==> src/design/sds_pkg.sv <==
package sds_pkg;

  // Defaults for the top-level parameters
  localparam int MAX_REQUESTS_DEF = 32;
  localparam int TRACK_BITS_DEF   = 12;

  // Fixed field and register widths
  localparam int MOVE_W   = 18;
  localparam int START_W  = 12;
  localparam int TRACKS_W = 13;
  localparam int CFG_W    = 13;
  localparam int REG_IDX_W = 1;

  localparam logic [MOVE_W-1:0]   MOVE_MAX        = 18'h3FFFF;
  localparam logic [TRACKS_W-1:0] DISK_TRACKS_RST = 13'd200;

  // Configuration register indexes
  localparam logic [REG_IDX_W-1:0] REG_START_HEAD  = 1'b0;
  localparam logic [REG_IDX_W-1:0] REG_DISK_TRACKS = 1'b1;

  // Sequencer states
  typedef enum logic [3:0] {
    ST_IDLE,
    ST_INS,
    ST_HEAD,
    ST_UP_RD,
    ST_UP_CHK,
    ST_UP_MOV,
    ST_END,
    ST_DN_RD,
    ST_DN_CHK,
    ST_DN_MOV
  } state_t;

  // Result of the shared compare and movement unit
  typedef struct packed {
    logic              lt;
    logic [MOVE_W-1:0] total;
  } alu_res_t;

endpackage

==> src/design/sds_store.sv <==
module sds_store #(
  parameter int DEPTH = sds_pkg::MAX_REQUESTS_DEF,
  parameter int AW    = 5,
  parameter int TB    = sds_pkg::TRACK_BITS_DEF
) (
  input  logic          clk,
  input  logic          we,
  input  logic [AW-1:0] waddr,
  input  logic [TB-1:0] wdata,
  input  logic [AW-1:0] raddr,
  output logic [TB-1:0] rdata
);

  logic [TB-1:0] mem [DEPTH];

  // Write one entry, read one entry with registered data
  always_ff @(posedge clk) begin
    if (we) begin
      mem[waddr] <= wdata;
    end
    rdata <= mem[raddr];
  end

endmodule

==> src/design/sds_alu.sv <==
module sds_alu #(
  parameter int TB = sds_pkg::TRACK_BITS_DEF
) (
  input  logic [TB-1:0]             a,
  input  logic [TB-1:0]             b,
  input  logic [sds_pkg::MOVE_W-1:0] total,
  output sds_pkg::alu_res_t         res
);

  localparam int SW = ((TB > sds_pkg::MOVE_W) ? TB : sds_pkg::MOVE_W) + 1;

  logic [TB-1:0] diff;
  logic [SW-1:0] sum;

  // Compare, absolute distance and saturating running total
  always_comb begin
    diff = (a > b) ? (a - b) : (b - a);
    sum  = SW'(total) + SW'(diff);
    res.lt = (a < b);
    if (sum > SW'(sds_pkg::MOVE_MAX)) begin
      res.total = sds_pkg::MOVE_MAX;
    end else begin
      res.total = sum[sds_pkg::MOVE_W-1:0];
    end
  end

endmodule

==> src/design/scan_disk_scheduler.sv <==
// Channel  Direction  Handshake              tdata / tuser / tlast
// in_      slave      in_tvalid, in_tready   tdata: track; tlast: last_request
// out_     master     out_tvalid, out_tready tdata: position, movement_total;
//                                            tlast: final_res
// cfg_     write      cfg_we                 cfg_addr: register, cfg_wdata: value
//
// Each request is inserted into the sorted store, one entry shifted per
// cycle through the request memory, which has one write and one read port.
// After the last request the seek sequence is produced by one shared
// compare and movement unit: the start head, the stored requests at or above
// it on the upward pass, the turning track that closes that pass, then the
// requests below the head on the way down; out_tready stalls hold it.
// Reset (rst_n low, synchronous) empties the batch and restores the registers.
// in_tready is high only in the idle state: between insertions and while no seek sequence is being produced.
module scan_disk_scheduler #(
  parameter int MAX_REQUESTS = sds_pkg::MAX_REQUESTS_DEF,
  parameter int TRACK_BITS   = sds_pkg::TRACK_BITS_DEF,
  localparam int IN_W  = ((TRACK_BITS + 7) / 8) * 8,
  localparam int OUT_W = ((TRACK_BITS + sds_pkg::MOVE_W + 7) / 8) * 8
) (
  input  logic                           clk,
  input  logic                           rst_n,
  input  logic                           in_tvalid,
  output logic                           in_tready,
  input  logic [IN_W-1:0]                in_tdata,   // [TRACK_BITS-1:0] track
  input  logic                           in_tlast,
  output logic                           out_tvalid,
  input  logic                           out_tready,
  output logic [OUT_W-1:0]               out_tdata,  // position, movement_total
  output logic                           out_tlast,
  input  logic                           cfg_we,
  input  logic [sds_pkg::REG_IDX_W-1:0]  cfg_addr,
  input  logic [sds_pkg::CFG_W-1:0]      cfg_wdata
);

  localparam int CW = $clog2(MAX_REQUESTS + 1);
  localparam int AW = (MAX_REQUESTS > 1) ? $clog2(MAX_REQUESTS) : 1;
  localparam int TB = TRACK_BITS;
  localparam logic [31:0] TRACK_MASK = 32'((64'd1 << TB) - 64'd1);

  // Configuration registers
  logic [sds_pkg::START_W-1:0]  start_head_r;
  logic [sds_pkg::TRACKS_W-1:0] disk_tracks_r;

  // Sequencer state
  sds_pkg::state_t              state_r, state_nxt;
  logic [CW-1:0]                cnt_r, cnt_nxt;
  logic [CW-1:0]                j_r, j_nxt;
  logic [CW-1:0]                i_r, i_nxt;
  logic [TB-1:0]                v_r, v_nxt;
  logic                         last_r, last_nxt;
  logic                         low_r, low_nxt;
  logic [TB-1:0]                cur_r, cur_nxt;
  logic [sds_pkg::MOVE_W-1:0]   tot_r, tot_nxt;

  // Output register
  logic                         out_valid_r, out_valid_nxt;
  logic [TB-1:0]                out_pos_r;
  logic [sds_pkg::MOVE_W-1:0]   out_tot_r;
  logic                         out_fin_r;

  // Datapath signals
  logic                         mem_we;
  logic [AW-1:0]                mem_waddr, mem_raddr;
  logic [TB-1:0]                mem_wdata, rd;
  logic [TB-1:0]                alu_a, alu_b;
  sds_pkg::alu_res_t            alu_res;
  logic                         push, push_fin, slot_free;
  logic [TB-1:0]                push_pos;
  logic [sds_pkg::MOVE_W-1:0]   push_tot;
  logic [TB-1:0]                track, head, end_trk;
  logic [31:0]                  head_ext, end_ext;
  logic [sds_pkg::TRACKS_W-1:0] end_raw;
  logic [CW-1:0]                cnt_m1, j_m2;

  assign track     = in_tdata[TB-1:0];
  assign in_tready = (state_r == sds_pkg::ST_IDLE);
  assign slot_free = !out_valid_r || out_tready;
  assign cnt_m1    = cnt_r - CW'(1);
  assign j_m2      = j_r - CW'(2);

  // Head cut and turning track clipped to the track width
  always_comb begin
    head_ext = 32'(start_head_r);
    head     = head_ext[TB-1:0];
    end_raw  = (disk_tracks_r == '0) ? '0 : (disk_tracks_r - 1'b1);
    end_ext  = 32'(end_raw);
    end_trk  = (end_ext > TRACK_MASK) ? TRACK_MASK[TB-1:0] : end_ext[TB-1:0];
  end

  sds_store #(
    .DEPTH (MAX_REQUESTS),
    .AW    (AW),
    .TB    (TB)
  ) u_store (
    .clk   (clk),
    .we    (mem_we),
    .waddr (mem_waddr),
    .wdata (mem_wdata),
    .raddr (mem_raddr),
    .rdata (rd)
  );

  sds_alu #(
    .TB (TB)
  ) u_alu (
    .a     (alu_a),
    .b     (alu_b),
    .total (tot_r),
    .res   (alu_res)
  );

  // Configuration writes
  always_ff @(posedge clk) begin
    if (!rst_n) begin
      start_head_r  <= '0;
      disk_tracks_r <= sds_pkg::DISK_TRACKS_RST;
    end else if (cfg_we) begin
      unique case (cfg_addr)
        sds_pkg::REG_START_HEAD:  start_head_r  <= cfg_wdata[sds_pkg::START_W-1:0];
        sds_pkg::REG_DISK_TRACKS: disk_tracks_r <= cfg_wdata;
        default: ;
      endcase
    end
  end

  // State register
  always_ff @(posedge clk) begin
    if (!rst_n) begin
      state_r <= sds_pkg::ST_IDLE;
      cnt_r   <= '0;
      low_r   <= 1'b0;
      last_r  <= 1'b0;
    end else begin
      state_r <= state_nxt;
      cnt_r   <= cnt_nxt;
      low_r   <= low_nxt;
      last_r  <= last_nxt;
    end
  end

  always_ff @(posedge clk) begin
    j_r   <= j_nxt;
    i_r   <= i_nxt;
    v_r   <= v_nxt;
    cur_r <= cur_nxt;
    tot_r <= tot_nxt;
  end

  // Next state, memory and unit control
  always_comb begin
    state_nxt = state_r;
    cnt_nxt   = cnt_r;
    j_nxt     = j_r;
    i_nxt     = i_r;
    v_nxt     = v_r;
    last_nxt  = last_r;
    low_nxt   = low_r;
    cur_nxt   = cur_r;
    tot_nxt   = tot_r;
    mem_we    = 1'b0;
    mem_waddr = j_r[AW-1:0];
    mem_wdata = v_r;
    mem_raddr = i_r[AW-1:0];
    alu_a     = rd;
    alu_b     = head;
    push      = 1'b0;
    push_pos  = rd;
    push_tot  = alu_res.total;
    push_fin  = 1'b0;

    unique case (state_r)
      sds_pkg::ST_IDLE: begin
        // Fetch the current top entry ahead of an insertion
        mem_raddr = cnt_m1[AW-1:0];
        if (in_tvalid) begin
          if (cnt_r < CW'(MAX_REQUESTS)) begin
            v_nxt     = track;
            j_nxt     = cnt_r;
            last_nxt  = in_tlast;
            state_nxt = sds_pkg::ST_INS;
          end else if (in_tlast) begin
            state_nxt = sds_pkg::ST_HEAD;
          end
        end
      end

      sds_pkg::ST_INS: begin
        // Shift larger entries up one place, then drop the new one in
        alu_a  = v_r;
        alu_b  = rd;
        mem_we = 1'b1;
        if (j_r != '0 && alu_res.lt) begin
          mem_wdata = rd;
          j_nxt     = j_r - CW'(1);
          mem_raddr = j_m2[AW-1:0];
        end else begin
          mem_wdata = v_r;
          cnt_nxt   = cnt_r + CW'(1);
          state_nxt = last_r ? sds_pkg::ST_HEAD : sds_pkg::ST_IDLE;
        end
      end

      sds_pkg::ST_HEAD: begin
        push_pos = head;
        push_tot = '0;
        if (slot_free) begin
          push      = 1'b1;
          cur_nxt   = head;
          tot_nxt   = '0;
          i_nxt     = '0;
          state_nxt = sds_pkg::ST_UP_RD;
        end
      end

      sds_pkg::ST_UP_RD: begin
        state_nxt = (i_r == cnt_r) ? sds_pkg::ST_END : sds_pkg::ST_UP_CHK;
      end

      sds_pkg::ST_UP_CHK: begin
        // Skip requests below the head; note whether the lowest one is
        if (i_r == '0) begin
          low_nxt = alu_res.lt;
        end
        if (alu_res.lt) begin
          i_nxt     = i_r + CW'(1);
          state_nxt = sds_pkg::ST_UP_RD;
        end else begin
          state_nxt = sds_pkg::ST_UP_MOV;
        end
      end

      sds_pkg::ST_UP_MOV: begin
        alu_b = cur_r;
        if (slot_free) begin
          push      = 1'b1;
          cur_nxt   = rd;
          tot_nxt   = alu_res.total;
          i_nxt     = i_r + CW'(1);
          state_nxt = sds_pkg::ST_UP_RD;
        end
      end

      sds_pkg::ST_END: begin
        alu_a    = end_trk;
        alu_b    = cur_r;
        push_pos = end_trk;
        push_fin = !low_r;
        if (slot_free) begin
          push    = 1'b1;
          cur_nxt = end_trk;
          tot_nxt = alu_res.total;
          if (low_r) begin
            i_nxt     = cnt_m1;
            state_nxt = sds_pkg::ST_DN_RD;
          end else begin
            cnt_nxt   = '0;
            state_nxt = sds_pkg::ST_IDLE;
          end
        end
      end

      sds_pkg::ST_DN_RD: begin
        state_nxt = sds_pkg::ST_DN_CHK;
      end

      sds_pkg::ST_DN_CHK: begin
        if (alu_res.lt) begin
          state_nxt = sds_pkg::ST_DN_MOV;
        end else if (i_r == '0) begin
          cnt_nxt   = '0;
          state_nxt = sds_pkg::ST_IDLE;
        end else begin
          i_nxt     = i_r - CW'(1);
          state_nxt = sds_pkg::ST_DN_RD;
        end
      end

      sds_pkg::ST_DN_MOV: begin
        // The lowest request closes the sequence
        alu_b    = cur_r;
        push_fin = (i_r == '0);
        if (slot_free) begin
          push    = 1'b1;
          cur_nxt = rd;
          tot_nxt = alu_res.total;
          if (i_r == '0) begin
            cnt_nxt   = '0;
            state_nxt = sds_pkg::ST_IDLE;
          end else begin
            i_nxt     = i_r - CW'(1);
            state_nxt = sds_pkg::ST_DN_RD;
          end
        end
      end

      default: state_nxt = sds_pkg::ST_IDLE;
    endcase
  end

  // Hold a result until its transfer, load the next one behind it
  always_comb begin
    if (push) begin
      out_valid_nxt = 1'b1;
    end else if (out_tready) begin
      out_valid_nxt = 1'b0;
    end else begin
      out_valid_nxt = out_valid_r;
    end
  end

  always_ff @(posedge clk) begin
    if (!rst_n) begin
      out_valid_r <= 1'b0;
    end else begin
      out_valid_r <= out_valid_nxt;
    end
  end

  always_ff @(posedge clk) begin
    if (push) begin
      out_pos_r <= push_pos;
      out_tot_r <= push_tot;
      out_fin_r <= push_fin;
    end
  end

  assign out_tvalid = out_valid_r;
  assign out_tdata  = OUT_W'({out_tot_r, out_pos_r});
  assign out_tlast  = out_fin_r;

endmodule

==> config.mk <==
export PLATFORM = sky130hd
export DESIGN_NAME = scan_disk_scheduler
export DESIGN_NICKNAME = d
export VERILOG_FILES = /design/src/design/sds_pkg.sv /design/src/design/sds_store.sv /design/src/design/sds_alu.sv /design/src/design/scan_disk_scheduler.sv
export SDC_FILE = /design/constraint.sdc
export NUM_CORES = 1
export LEC_CHECK = 0
export BUFFER_PORTS_ARGS = -buffer_cell sky130_fd_sc_hd__buf_2
export CAP_MARGIN = 20
export CORE_ASPECT_RATIO = 0.8
export CORE_UTILIZATION = 40
export CTS_CLUSTER_DIAMETER = 30
export DETAILED_ROUTE_END_ITERATION = 8
export PLACE_DENSITY_LB_ADDON = 0.15
export RECOVER_POWER = 100
export REMOVE_ABC_BUFFERS = 1
export SYNTH_ARGS = -nofsm -noshare
export SYNTH_HDL_FRONTEND = slang
export SYNTH_HIERARCHICAL = 1
export SYNTH_SLANG_ARGS = --single-unit
==> constraint.sdc <==
create_clock -name clk -period 9.6 [get_ports clk]
set_input_delay 0.48 -clock clk [delete_from_list [all_inputs] [get_ports clk]]
set_output_delay 0.48 -clock clk [all_outputs]
set_load 0.01 [all_outputs]
==> run summary, run 1 <==
The post-CTS setup-driven buffer insertion count was 0; the delay of the slowest critical-path stage was 0.86 ns. The clock reaches the later pin of the worst-skew pair after 0.64 ns. Relative to the synthesized area, the layout overhead comes to 19.13%. Number of H-tree levels: 3. By area the synthesized netlist is led by sky130_fd_sc_hd__edfxtp_1 59%, sky130_fd_sc_hd__mux2i_1 8.4%, sky130_fd_sc_hd__dfxtp_1 4.2%, sky130_fd_sc_hd__nand2_1 2.8%, sky130_fd_sc_hd__a22oi_1 2.5%. The largest clock skew in the final design was 0.02310 ns. The cell sitting at the root of the clock tree is a sky130_fd_sc_hd__clkbuf_16.

At the end of routability-driven placement, the weighted congestion stood at 0.8813. The worst hold path terminates at v_r[1]. Setup repair after global routing left no endpoint under its margin. For this run, the detailed router's first-pass iteration total came to 5.

The number of buffers and inverters on the critical path is 4. Summing all multi-input logic gate instances after layout gives 7981 um^2. For the number of clock sinks, the log shows 519. The DRC violation total after the first TritonRoute iteration is 1155.

The final reports fail on capacitance limit, slew limit. The fraction of layout cells with a size suffix above 1 works out to 11.70%. The run finished, with violations left.

The startpoint identified for the worst register-to-register timing path is state_r[0]. STA classifies the critical path endpoint as a register. In this run the horizontal extent of the chip is 275.3 um. Hold timing on the final database bottoms out at a slack of 0.03050 ns.

For this run, the leading register cell type out of synthesis is sky130_fd_sc_hd__edfxtp_1. Setup violations remaining at the end of the flow were counted as 0. The logs give 0 for the number of hold violations in the final report and 38810 um for the half-perimeter wire length after detailed placement.

The cell type with the highest occurrence count on the critical path was sky130_fd_sc_hd__nand3_1. After layout, the worst path uses 82.19% of the clock period. The detail route stage leaves a number of antenna-violating nets equal to 0. The all-layer global routing usage came out at 20.21%. The worst path needs 7.890 ns of the cycle, external delays included.

Along the worst path, the maximum fanout reaches 48. Fill cell instance count of the final layout: 5119. After clock tree synthesis, the clock-pin slew on the worst setup and hold paths is 0.05 ns.

Data on the critical path arrives at its endpoint at 8.39 ns. The detail-routed via count per cell was 5.462. The tools report the startpoint of the lowest-slack hold path as in_tdata[1]. The share of synthesized area in the top cell type comes to 58.91%. Derived from the worst setup path, the maximum achievable clock frequency is 0.1267 GHz. For this run, the number of Yosys warnings is 6. The largest total area in the synthesized netlist belongs to sky130_fd_sc_hd__edfxtp_1.

The die covers 60750 um^2. The average cell area after synthesis is 13.16 um^2, and the max-capacitance violation count is 1. In this run the critical register-to-register path is captured at u_store/rdata[2]. The tools report the normalized max-slew margin as -6.345%. The total wirelength of the detailed-routed design came out at 61260 um. The number of ports placed on the die boundary is 71. The tools report the number of antenna violations at the first check in global routing as 2. The synthesized instance count was 1817. Data on the critical path is required at its endpoint by 10.10 ns.

For the pin with the worst max-slew slack, the measured transition is 1.595 ns. In this run the cell area of the synthesized design comes to 23910 um^2. The initial utilization of the core area, before any placement, comes to 40.78%. The number of clock buffers added by TritonCTS is 100. The via count of the first global-routing pass was 14822; the count of input and output buffers was 64. For this run, design rule violations remaining after detail routing come to 0. The final net count was 2037.

The number of standard-cell rows in the floorplan came out at 79. In this run the standard cell core region covers 58620 um^2. From bottom edge to top edge, the die measures 220.7 um. In this run the deepest clock path goes through 3 buffers. The largest individual stage delay along the critical path comes from the cell sky130_fd_sc_hd__clkbuf_1. Smallest setup slack after layout: 1.710 ns. TritonCTS built the clock tree. The first global-routing pass estimated 91050 um of wire. The worst min-delay path class was input pin to register.

The routed layout has 15320 vias. The run gives 49 as the maximum number of pins on one net before global-route repair. In this design, the largest share of critical-path delay is due to compound AO/OA/AOI/OAI gates. The mean routed wirelength per cell is 21.84 um. The setup path with the least slack is of type register to register. The run gives 2.461 ns as the pre-CTS setup slack. Synthesis instantiated 83 different standard cells from the library.

For the count of pins over their slew limit, the log shows 27. The worst setup path is launched from a register. The post-synthesis sequential element count was 519; the worst hold path depth was 1.

Number of cells on the worst reg-to-reg path: 22. Sequential elements use 63.10% of the synthesized area. Number of enable-type register cells in the synthesized netlist: 469.

The signal on the critical path passes through clkbuf_1 > nor2_1 > nand3_1 > clkbuf_1 > nor3_1 > a31oi_1 > nand2_1 > fa_1 > nand3_1 > a211o_1 > a21oi_1 > nor2b_1 > buf_4 > o21a_1 > o21ai_0 > a221oi_1 > nor2b_4 > buf_4 > a22o_1 > nor3_1 > a31oi_1 > nand3_1. Registers take 15080 um^2. For this run the aggregate overflow at the end of global routing stands at 0. After synthesis, the share of flip-flops with an asynchronous set or reset is 0%. Setup slack on the worst reg-to-reg path comes out at 1.71 ns.
## Yosys cell counts, types with 20 or more instances
library cell               count
sky130_fd_sc_hd__nor2b_1      32
sky130_fd_sc_hd__inv_1        49
sky130_fd_sc_hd__a21oi_1      95
sky130_fd_sc_hd__nor2_1       80
sky130_fd_sc_hd__mux2i_1     200
sky130_fd_sc_hd__ha_1         46
sky130_fd_sc_hd__a22oi_1      79
sky130_fd_sc_hd__xnor2_1      26
sky130_fd_sc_hd__xor2_1       20
sky130_fd_sc_hd__o21ai_0      24
sky130_fd_sc_hd__and2_1       25
sky130_fd_sc_hd__dfxtp_1      50
sky130_fd_sc_hd__nand3_1      65
sky130_fd_sc_hd__nand2_1     181
sky130_fd_sc_hd__edfxtp_1    469
sky130_fd_sc_hd__a31oi_1      25
sky130_fd_sc_hd__clkbuf_1     55
sky130_fd_sc_hd__a22o_1       24
## flip-flops by register name, indices dropped and copies added, names as in the netlist, 4 cells and up
register,flops
cnt_r,6
cur_r,12
disk_tracks_r,13
head,12
i_r,6
j_r,6
out_pos_r,12
out_tot_r,18
state_r,4
tot_r,18
u_store/mem,384
u_store/rdata,12
v_r,12
## routing by layer
metal,share of wire (%),track usage (%),vias up
met1,47,29.42,7592
met2,44,29.66,437
met4,2.4,6.280,0
met5,0,0,-
met3,6.2,4.851,118
li1,-,-,7173
## how the worst max path moves through the flow
stage / startpoint / to / slack [ns] / cells past startpoint
CTS: state_r[1] / u_store/rdata[9] / 2.41 / 20
floorplan: state_r[0] / u_store/rdata[0] / -12.08 / 17
global placement: state_r[2] / u_store/rdata[1] / 2.59 / 20
global route: state_r[0] / u_store/rdata[2] / 1.19 / 22
detailed placement: state_r[1] / u_store/rdata[9] / 2.46 / 20
finish: state_r[0] / u_store/rdata[2] / 1.71 / 22
## stage by stage
| stage | utilization [%] | cell area (um^2) | cells | TNS, ns |
|---|---|---|---|---|
| floorplan | - | 23250 | 1714 | -145.01 |
| global placement | 42.69 | 25020 | 2597 | 0 |
| detailed placement | 42.90 | 25150 | 2609 | 0 |
| CTS | 49.06 | 28760 | 2801 | 0 |
| global route | 48.58 | 28470 | 2803 | 0 |
| finish | 48.59 | 28480 | 2805 | 0 |
## cells in the final DEF (no fill, tap or decap), types with 20 or more instances in the layout
cell type,instances
sky130_fd_sc_hd__a21oi_1,94
sky130_fd_sc_hd__a22o_1,24
sky130_fd_sc_hd__a22oi_1,79
sky130_fd_sc_hd__a31oi_1,25
sky130_fd_sc_hd__buf_2,26
sky130_fd_sc_hd__buf_4,23
sky130_fd_sc_hd__clkbuf_1,87
sky130_fd_sc_hd__clkbuf_16,102
sky130_fd_sc_hd__dfxtp_1,50
sky130_fd_sc_hd__edfxtp_1,469
sky130_fd_sc_hd__ha_1,46
sky130_fd_sc_hd__inv_1,49
sky130_fd_sc_hd__mux2i_1,200
sky130_fd_sc_hd__nand2_1,182
sky130_fd_sc_hd__nand3_1,66
sky130_fd_sc_hd__nor2_1,79
sky130_fd_sc_hd__nor2b_1,30
sky130_fd_sc_hd__o21ai_0,25
sky130_fd_sc_hd__xnor2_1,26
sky130_fd_sc_hd__xor2_1,20
## cells by family (layout without fill, tap and decap cells)
logic type	Yosys count	count (layout)	share of synthesized area, %
muxes	216	216	9.128
other	1	4	0.01569
xor gates and xnor gates	46	46	1.685
DFF	519	519	63.10
AOI/OAI and AO/OA	348	348	9.913
buffers and inverters	154	370	3.559
adders and majority gates	51	51	2.784
and+or+nand+nor	482	482	9.814
## timing repair
action / 4_1_cts / 5_1_grt
hold endpoints to repair: 7 / 0
resized for setup: 0 / 0
hold buffers: 7 / 0
## cell type report
class	instances	area share, %
antenna	2	0.01757
clock buffer	113	9.108
clock inverter	72	3.321
inverter	50	0.6590
sequential	519	52.97
multi-input combinational	1145	28.03
tap	769	3.379
timing repair buffer	135	2.522
Power of run 1 is left out: the tool's default activity adds up to more than one toggle a clock period on the data nets, which glitch-free logic cannot reach.
==> run 2: changes to the inputs <==
--- a/config.mk
+++ b/config.mk
@@ -5,6 +5,7 @@
 export SDC_FILE = /design/constraint.sdc
 export NUM_CORES = 1
 export LEC_CHECK = 0
+export ABC_AREA = 1
 export BUFFER_PORTS_ARGS = -buffer_cell sky130_fd_sc_hd__buf_2
 export CAP_MARGIN = 20
 export CORE_ASPECT_RATIO = 0.8
==> constraint.sdc (replaced) <==
create_clock -name clk -period 7.6 [get_ports clk]
set_input_delay 0.38 -clock clk [delete_from_list [all_inputs] [get_ports clk]]
set_output_delay 0.38 -clock clk [all_outputs]
set_load 0.01 [all_outputs]
==> run 2 against run 1 <==
The flow still finishes with violations (capacitance limit, slew limit). Cell count grew 32%. First-iteration DRC count grew 29%. Critical path depth grew 8. Maximum frequency grew 17%. Global-route usage grew 0.83 points. Register-to-register slack lost 0.83 ns.
==> run summary, run 2 <==
The run gives 24950 um^2 (was 23910 um^2) as the area of the mapped netlist. TritonCTS built the clock tree. The flip-flop count of the largest register, all copies and words added was 384 (unchanged).

The run finished, with violations left. The chip width is 281.2 um (was 275.3 um), and the routed via count is 18839 (was 15320). For the data required time of the worst path, the log shows 8.18 ns (was 10.10 ns). The largest clock skew in the final design was 0.04380 ns (was 0.02310 ns). The clock transition at the register clock pins on the worst setup and hold paths after CTS was 0.05 ns (about the same); the final weighted congestion of routability-driven global placement was 0.8762 (was 0.8813). The average cell area after synthesis is 9.451 um^2 (was 13.16 um^2), and the number of clock sinks is 519 (unchanged).

The detailed-route DRC error count was 0 (unchanged). The cell type with the highest occurrence count on the critical path was sky130_fd_sc_hd__nand2_1 (was sky130_fd_sc_hd__nand3_1). Library cell used as clock root buffer: sky130_fd_sc_hd__clkbuf_16 (unchanged).

The tools report the total wirelength of the detailed-routed design as 66210 um (was 61260 um). The final sum of negative setup slack was 0 ns (unchanged). The run gives 0 (unchanged) as the remaining global-route overflow.

The sequential cell area fraction in the yosys report was 60.46% (was 63.10%); the count of synthesis-stage warnings from yosys was 6 (unchanged). The pin slew with the least headroom to its limit is 1.751 ns (was 1.595 ns), and the clock latency on the worst-skew pair is 0.67 ns (was 0.64 ns). The achievable frequency was 0.1487 GHz (was 0.1267 GHz); the final period utilization was 88.49% (was 82.19%). Setup repair after global routing left no endpoint under its margin. Number of enable-type register cells in the synthesized netlist: 469 (unchanged). The logs give 2640 (was 1817) for the synthesized instance count and 7.31 ns (was 8.39 ns) for the data arrival at the endpoint of the critical path.

The most common cell after layout, fill and taps aside was sky130_fd_sc_hd__nand2_1 (was sky130_fd_sc_hd__edfxtp_1). The slowest library cell on the worst path is sky130_fd_sc_hd__nor2_1 (was sky130_fd_sc_hd__clkbuf_1). The mean routed wirelength per cell was 17.83 um (was 21.84 um). The area of the die came out at 63390 um^2 (was 60750 um^2). Ranking of synthesized cells by instance count: 923 x sky130_fd_sc_hd__nand2_1, 469 x sky130_fd_sc_hd__edfxtp_1, 391 x sky130_fd_sc_hd__nand3_1, 193 x sky130_fd_sc_hd__inv_1, 172 x sky130_fd_sc_hd__nor2_1 (was 469 x sky130_fd_sc_hd__edfxtp_1, 200 x sky130_fd_sc_hd__mux2i_1, 181 x sky130_fd_sc_hd__nand2_1, 95 x sky130_fd_sc_hd__a21oi_1, 80 x sky130_fd_sc_hd__nor2_1). The logs give 1487 (was 1155) for the DRC violation total after the first TritonRoute iteration and 1 (was 2) for the number of antenna violations at the first check in global routing. The delay of the slowest critical-path stage was 0.67 ns (was 0.86 ns). The tools report the final net count as 2875 (was 2037). Violations in the final reports: capacitance limit, slew limit (unchanged).

Register name with the most flops: u_store/mem (unchanged). The tools report the number of standard-cell rows in the floorplan as 81 (was 79). The number of ports placed on the die boundary is 71 (unchanged). The worst min-delay path class is input pin to register (unchanged). Largest registers: u_store/mem x384, out_tot_r x18, tot_r x18 (unchanged). Critical path class: register to register (unchanged). The run gives -16.71% (was -6.345%) as the normalized max-slew margin. The logs give 0 (unchanged) for the post-route antenna net violation count and 44 (was 83) for the count of distinct cell types in the synthesized netlist. The floorplan die height works out to 225.4 um (was 220.7 um). The tools report the kind of start point of the critical path as a register (unchanged).

The logs give 0 (unchanged) for the final setup violation count and 49.26% (was 48.59%) for the post-layout utilization of the core. The number of H-tree levels is 3 (unchanged). The all-layer global routing usage came out at 21.04% (was 20.21%). Most area-hungry cell type in the Yosys netlist: sky130_fd_sc_hd__edfxtp_1 (unchanged). The share of the synthesized area in the top cell type is 56.44% (was 58.91%), and the count of inserted antenna diode cells is 0 (was 2). The initial core utilization was 40.63% (was 40.78%). The most frequently used cell type in the post-synthesis netlist is sky130_fd_sc_hd__nand2_1 (was sky130_fd_sc_hd__edfxtp_1).

The tools report the max-capacitance violation count as 11 (was 1). The capturing element type of the critical path is a register (unchanged). The flip-flop cell with the highest count after synthesis is sky130_fd_sc_hd__edfxtp_1 (unchanged).

The logs give 101700 um (was 91050 um) for the first-pass GRT wire length and 6 (was 5) for the number of search-and-repair iterations in the first detailed-routing pass. The post-synthesis sequential element count was 519 (unchanged). The growth of design area from synthesis to finish came out at 21.24% (was 19.13%). Synth area leaders: sky130_fd_sc_hd__edfxtp_1 56%, sky130_fd_sc_hd__nand2_1 14%, sky130_fd_sc_hd__nand3_1 7.8%, sky130_fd_sc_hd__dfxtp_1 4.0%, sky130_fd_sc_hd__inv_1 2.9% (was sky130_fd_sc_hd__edfxtp_1 59%, sky130_fd_sc_hd__mux2i_1 8.4%, sky130_fd_sc_hd__dfxtp_1 4.2%, sky130_fd_sc_hd__nand2_1 2.8%, sky130_fd_sc_hd__a22oi_1 2.5%). The run gives 17930 (was 14822) as the via count of the first global-routing pass.

The logs give 358 (was 27) for the count of pins over their slew limit and 5762 (was 5119) for the fill cell instance count of the final layout. The async set-reset flop share out of synthesis was 0% (unchanged); the number of hold violations in the final report was 0 (unchanged). The largest fanout on the critical path was 67 (was 48).

For the number of gates resized after CTS, the log shows 0 (unchanged). The logs give 42310 um (was 38810 um) for the half-perimeter wire length after detailed placement and 61420 um^2 (was 58620 um^2) for the area of the placeable core. The fraction of layout cells with a size suffix above 1 was 9.296% (was 11.70%).

The number of clock buffers inserted by TritonCTS is 108 (was 100). The clock period minus final worst setup slack came out at 6.725 ns (was 7.890 ns). The number of buffers on the longest clock path is 3 (unchanged).

Leading cell types in the layout, fill and taps excluded: 929 x sky130_fd_sc_hd__nand2_1, 469 x sky130_fd_sc_hd__edfxtp_1, 391 x sky130_fd_sc_hd__nand3_1, 200 x sky130_fd_sc_hd__inv_1, 178 x sky130_fd_sc_hd__nor2_1 (was 469 x sky130_fd_sc_hd__edfxtp_1, 200 x sky130_fd_sc_hd__mux2i_1, 182 x sky130_fd_sc_hd__nand2_1, 102 x sky130_fd_sc_hd__clkbuf_16, 94 x sky130_fd_sc_hd__a21oi_1). The maximum number of pins on one net before global-route repair was 153 (was 49); the detail-routed via count per cell was 5.074 (was 5.462). The count of input and output buffers is 64 (unchanged).
## run 2: changes by cell type after synthesis, sizes merged, moves of 26 or more
cell    previous run  this run
nor2b             32         0
and2              26         0
nor2              80       186
buf               48        91
a22oi             79         0
clkbuf            56        26
inv               49       207
mux2i            200         0
o21ai             28        74
a21oi             98        45
nand2            182       937
nand3             66       397
## run 2: routing by layer
layer / global-route usage (%) / wire (um)
met1: 30.65 / 31290
met2: 31.02 / 28660
met3: 4.168 / 4646
met4: 7.486 / 1603
met5: 0 / 0
## run 2: final timing paths
path	startpoint	to	slack (ns)	cells after the start
min	rst_n	disk_tracks_r[7]	0.23	2
max reg2reg	state_r[1]	u_store/rdata[5]	0.88	30
min reg2reg	disk_tracks_r[9]	disk_tracks_r[9]	0.49	2
max	state_r[1]	u_store/rdata[5]	0.88	30
## run 2: logic make-up (layout without fill, tap and decap cells)
| family | Yosys count | count (layout) | synth area share (%) |
|---|---|---|---|
| other cells | 1 | 2 | 0.01503 |
| compound gates | 155 | 155 | 3.580 |
| buf+inv | 325 | 567 | 5.717 |
| simple gates | 1550 | 1550 | 26.20 |
| xor+xnor | 40 | 40 | 1.404 |
| flops | 519 | 519 | 60.46 |
| fa+ha+maj | 50 | 50 | 2.628 |
## run 2: cell type report
class | count | area [um^2] | share of cell area [%]
tap | 830 | 1039 | 3.433
clock buffer | 116 | 2775 | 9.174
clock inverter | 88 | 1230 | 4.066
sequential | 519 | 15080 | 49.86
timing repair buffer | 155 | 893.4 | 2.953
inverter | 208 | 785.8 | 2.597
multi-input combinational | 1797 | 8444 | 27.91
## run 2: per-stage QoR
step	cells	hold slack [ns]	area [um^2]	setup slack, ns
floorplan	2524	0.4473	24310	-8.500
global placement	3455	0.4851	26090	1.076
detailed placement	3465	0.4822	26180	1.050
CTS	3695	0.2030	30440	1.024
global route	3713	0.2478	30250	0.2861
finish	3713	0.2315	30250	0.8751
## run 2: critical path: cells and delay by family (launching register included)
kind / cells / cell delay [ns]
fa+ha+maj: 1 / 0.44
simple gates: 22 / 3.48
flops: 1 / 0.43
compound gates: 2 / 0.71
buf+inv: 5 / 1.51
## run 2: repair_timing
| action | in CTS | in global routing |
|---|---|---|
| setup buffers | 0 | 0 |
| hold buffers | 26 | 0 |
| hold endpoints to repair | 31 | 0 |
Power of run 2 is left out for the same reason.
==> run 3: changes to the inputs <==
--- a/config.mk
+++ b/config.mk
@@ -8,11 +8,13 @@
 export ABC_AREA = 1
 export BUFFER_PORTS_ARGS = -buffer_cell sky130_fd_sc_hd__buf_2
 export CAP_MARGIN = 20
+export CELL_PAD_IN_SITES_DETAIL_PLACEMENT = 1
+export CELL_PAD_IN_SITES_GLOBAL_PLACEMENT = 2
 export CORE_ASPECT_RATIO = 0.8
 export CORE_UTILIZATION = 40
 export CTS_CLUSTER_DIAMETER = 30
 export DETAILED_ROUTE_END_ITERATION = 8
-export PLACE_DENSITY_LB_ADDON = 0.15
+export PLACE_DENSITY_LB_ADDON = 0.2
 export RECOVER_POWER = 100
 export REMOVE_ABC_BUFFERS = 1
 export SYNTH_ARGS = -nofsm -noshare
==> run 3 against run 2 <==
The run still ends with capacitance limit, slew limit left. Count of clock-buffer cells in the layout up 7. Largest cell class unchanged. Non-clock buffer count is the same. Final area down 1.3%. Flip-flop and latch count unchanged. Critical path depth decreased by 3. Wire length up 15%. Utilization fell by 0.62 points. Worst hold slack got worse by 0.17 ns. Sequential share of layout area rose by 0.64 points.
==> run summary, run 3 (synthesis gave the netlist of run 2 again) <==
The tools report the met1 global-route usage as 33.20% (was 30.65%). The number of clock sinks was 519 (unchanged); the detail-routed via count per cell was 5.224 (was 5.074). Number of buffers on the longest clock path: 3 (unchanged). Largest registers: u_store/mem x384, out_tot_r x18, tot_r x18 (unchanged). The fraction of layout cells with a size suffix above 1 was 8.854% (was 9.296%).

Achievable frequency: 0.1478 GHz (was 0.1487 GHz). For the area of the die, the log shows 63390 um^2 (unchanged). The library cell used as clock root buffer is sky130_fd_sc_hd__clkbuf_16 (unchanged).

The number of clock buffers inserted by TritonCTS came out at 108 (unchanged). The run finished, with violations left. The post-route antenna net violation count was 0 (unchanged); the pin slew with the least headroom to its limit was 1.784 ns (was 1.751 ns).

Number of ports placed on the die boundary: 71 (unchanged). The final setup violation count is 0 (unchanged), and the final net count is 2875 (unchanged). The logs give 0 (unchanged) for the number of gates resized after CTS and 25 (was 26) for the quantity of hold-fixing buffers added after cts. The clock transition at the register clock pins on the worst setup and hold paths after CTS was 0.04 ns (was 0.05 ns). For the data required time of the worst path, the log shows 8.14 ns (was 8.18 ns). The clock period minus final worst setup slack came out at 6.766 ns (was 6.725 ns). The post-layout utilization of the core came out at 48.64% (was 49.26%). The floorplan die height came out at 225.4 um (unchanged). The met3 capacity usage during global routing was 5.868% (was 4.168%). The tools report the number of antenna violations at the first check in global routing as 1 (unchanged). The via count of the first global-routing pass was 20248 (was 17930); the data arrival at the endpoint of the critical path was 7.31 ns (about the same).

The number of search-and-repair iterations in the first detailed-routing pass came out at 6 (unchanged). The flip-flop count of the largest register, all copies and words added is 384 (unchanged), and the number of hold violations in the final report is 0 (unchanged). The run gives -18.96% (was -16.71%) as the normalized max-slew margin. The met2 track demand over resource was 38.96% (was 31.02%); the remaining global-route overflow was 0 (unchanged). The half-perimeter wire length after detailed placement is 49070 um (was 42310 um). TritonCTS built the clock tree.

Fill cell instance count of the final layout: 6998 (was 5762). The most common cell after layout, fill and taps aside was sky130_fd_sc_hd__nand2_1 (unchanged). Total wirelength of the detailed-routed design: 76170 um (was 66210 um).

Critical path class: register to register (unchanged). The capturing element type of the critical path is a register (unchanged). The final period utilization is 89.03% (was 88.49%). The mean routed wirelength per cell was 20.53 um (was 17.83 um); the count of input and output buffers was 64 (unchanged).

The final weighted congestion of routability-driven global placement was 0.8589 (was 0.8762). The register name with the most flops was u_store/mem (unchanged). The number of H-tree levels is 3 (unchanged), and the clock latency on the worst-skew pair is 0.66 ns (was 0.67 ns). The largest clock skew in the final design is 0.02922 ns (was 0.04380 ns), and the multi-input gate area in the final layout is 8414 um^2 (was 8444 um^2).

The run gives 81 (unchanged) as the number of standard-cell rows in the floorplan. Setup repair after global routing left no endpoint under its margin. The worst min-delay path class was input pin to register (unchanged).

The cell type with the highest occurrence count on the critical path is sky130_fd_sc_hd__nand2_1 (unchanged). The run gives 24.39% (was 21.04%) as the all-layer global routing usage. Leading cell types in the layout, fill and taps excluded: 931 x sky130_fd_sc_hd__nand2_1, 469 x sky130_fd_sc_hd__edfxtp_1, 394 x sky130_fd_sc_hd__nand3_1, 197 x sky130_fd_sc_hd__inv_1, 177 x sky130_fd_sc_hd__nor2_1 (was 929 x sky130_fd_sc_hd__nand2_1, 469 x sky130_fd_sc_hd__edfxtp_1, 391 x sky130_fd_sc_hd__nand3_1, 200 x sky130_fd_sc_hd__inv_1, 178 x sky130_fd_sc_hd__nor2_1).

The register area is 15080 um^2 (unchanged), and the maximum number of pins on one net before global-route repair is 193 (was 153). The run gives 1223 (was 1487) as the DRC violation total after the first TritonRoute iteration. The busiest layer in global routing was met2 (unchanged). The slowest library cell on the worst path was sky130_fd_sc_hd__buf_4 (was sky130_fd_sc_hd__nor2_1). The count of pins over their slew limit came out at 258 (was 358). The kind of start point of the critical path was a register (unchanged). For the routed via count, the log shows 19385 (was 18839). The chip width is 281.2 um (unchanged), and the post-CTS setup-driven buffer insertion count is 0 (unchanged). The largest fanout on the critical path is 59 (was 67), and the first-pass GRT wire length is 116700 um (was 101700 um).

Violations in the final reports: capacitance limit, slew limit (unchanged). The tools report the area of the placeable core as 61420 um^2 (unchanged). The growth of design area from synthesis to finish was 19.71% (was 21.24%); the initial core utilization was 40.63% (unchanged). The detailed-route DRC error count is 0 (unchanged), and the max-capacitance violation count is 8 (was 11).

The delay of the slowest critical-path stage came out at 0.75 ns (was 0.67 ns).
## run 3: routing by layer
layer | wire length [um] | part of all wire, % | vias to the layer above
met5 | 0 | 0 | -
met4 | 1555 | 2.0 | 0
met3 | 4378 | 5.7 | 129
met2 | 35030 | 46 | 423
met1 | 35210 | 46 | 9662
li1 | - | - | 9171
## run 3: layout make-up
| cell class | count | area share [%] |
|---|---|---|
| Sequential cell | 519 | 50.50 |
| Multi-Input combinational cell | 1797 | 28.17 |
| Clock buffer | 123 | 9.341 |
| Tap cell | 830 | 3.477 |
| Timing Repair Buffer | 155 | 3.163 |
| Clock inverter | 78 | 2.706 |
| Inverter | 208 | 2.635 |
| Antenna cell | 1 | 0.008378 |
## run 3: worst max-delay path, delay by kind of cell, from the launching register on
kind | cells | cell delay, ns
AO/OA/AOI/OAI | 2 | 0.51
AND/OR/NAND/NOR | 16 | 2.86
adder cells (fa/ha/maj) | 2 | 0.60
buffers and inverters | 7 | 2.19
flip-flops | 1 | 0.42
## run 3: worst paths after layout
path                                        from          endpoint  slack, ns  depth (start not counted)
worst max-delay path                  state_r[2]  u_store/rdata[1]       0.83                         27
worst min-delay path                cfg_wdata[0]           head[0]       0.06                          3
worst max register to register        state_r[2]  u_store/rdata[1]       0.83                         27
worst min register to register  disk_tracks_r[1]  disk_tracks_r[1]       0.49                          2
## run 3: metrics by stage
stage	TNS, ns	area [um^2]	setup slack [ns]	hold WS [ns]	cells
after floorplan	-101.98	24310	-8.500	0.4473	2524
after global placement	0	26250	1.531	0.4721	3471
after detailed placement	0	26350	1.350	0.4851	3480
after CTS	0	30200	1.308	0.03323	3706
after global routing	0	29870	0.4228	0.04896	3710
final	0	29870	0.8336	0.05713	3711
Power of run 3 is left out for the same reason.
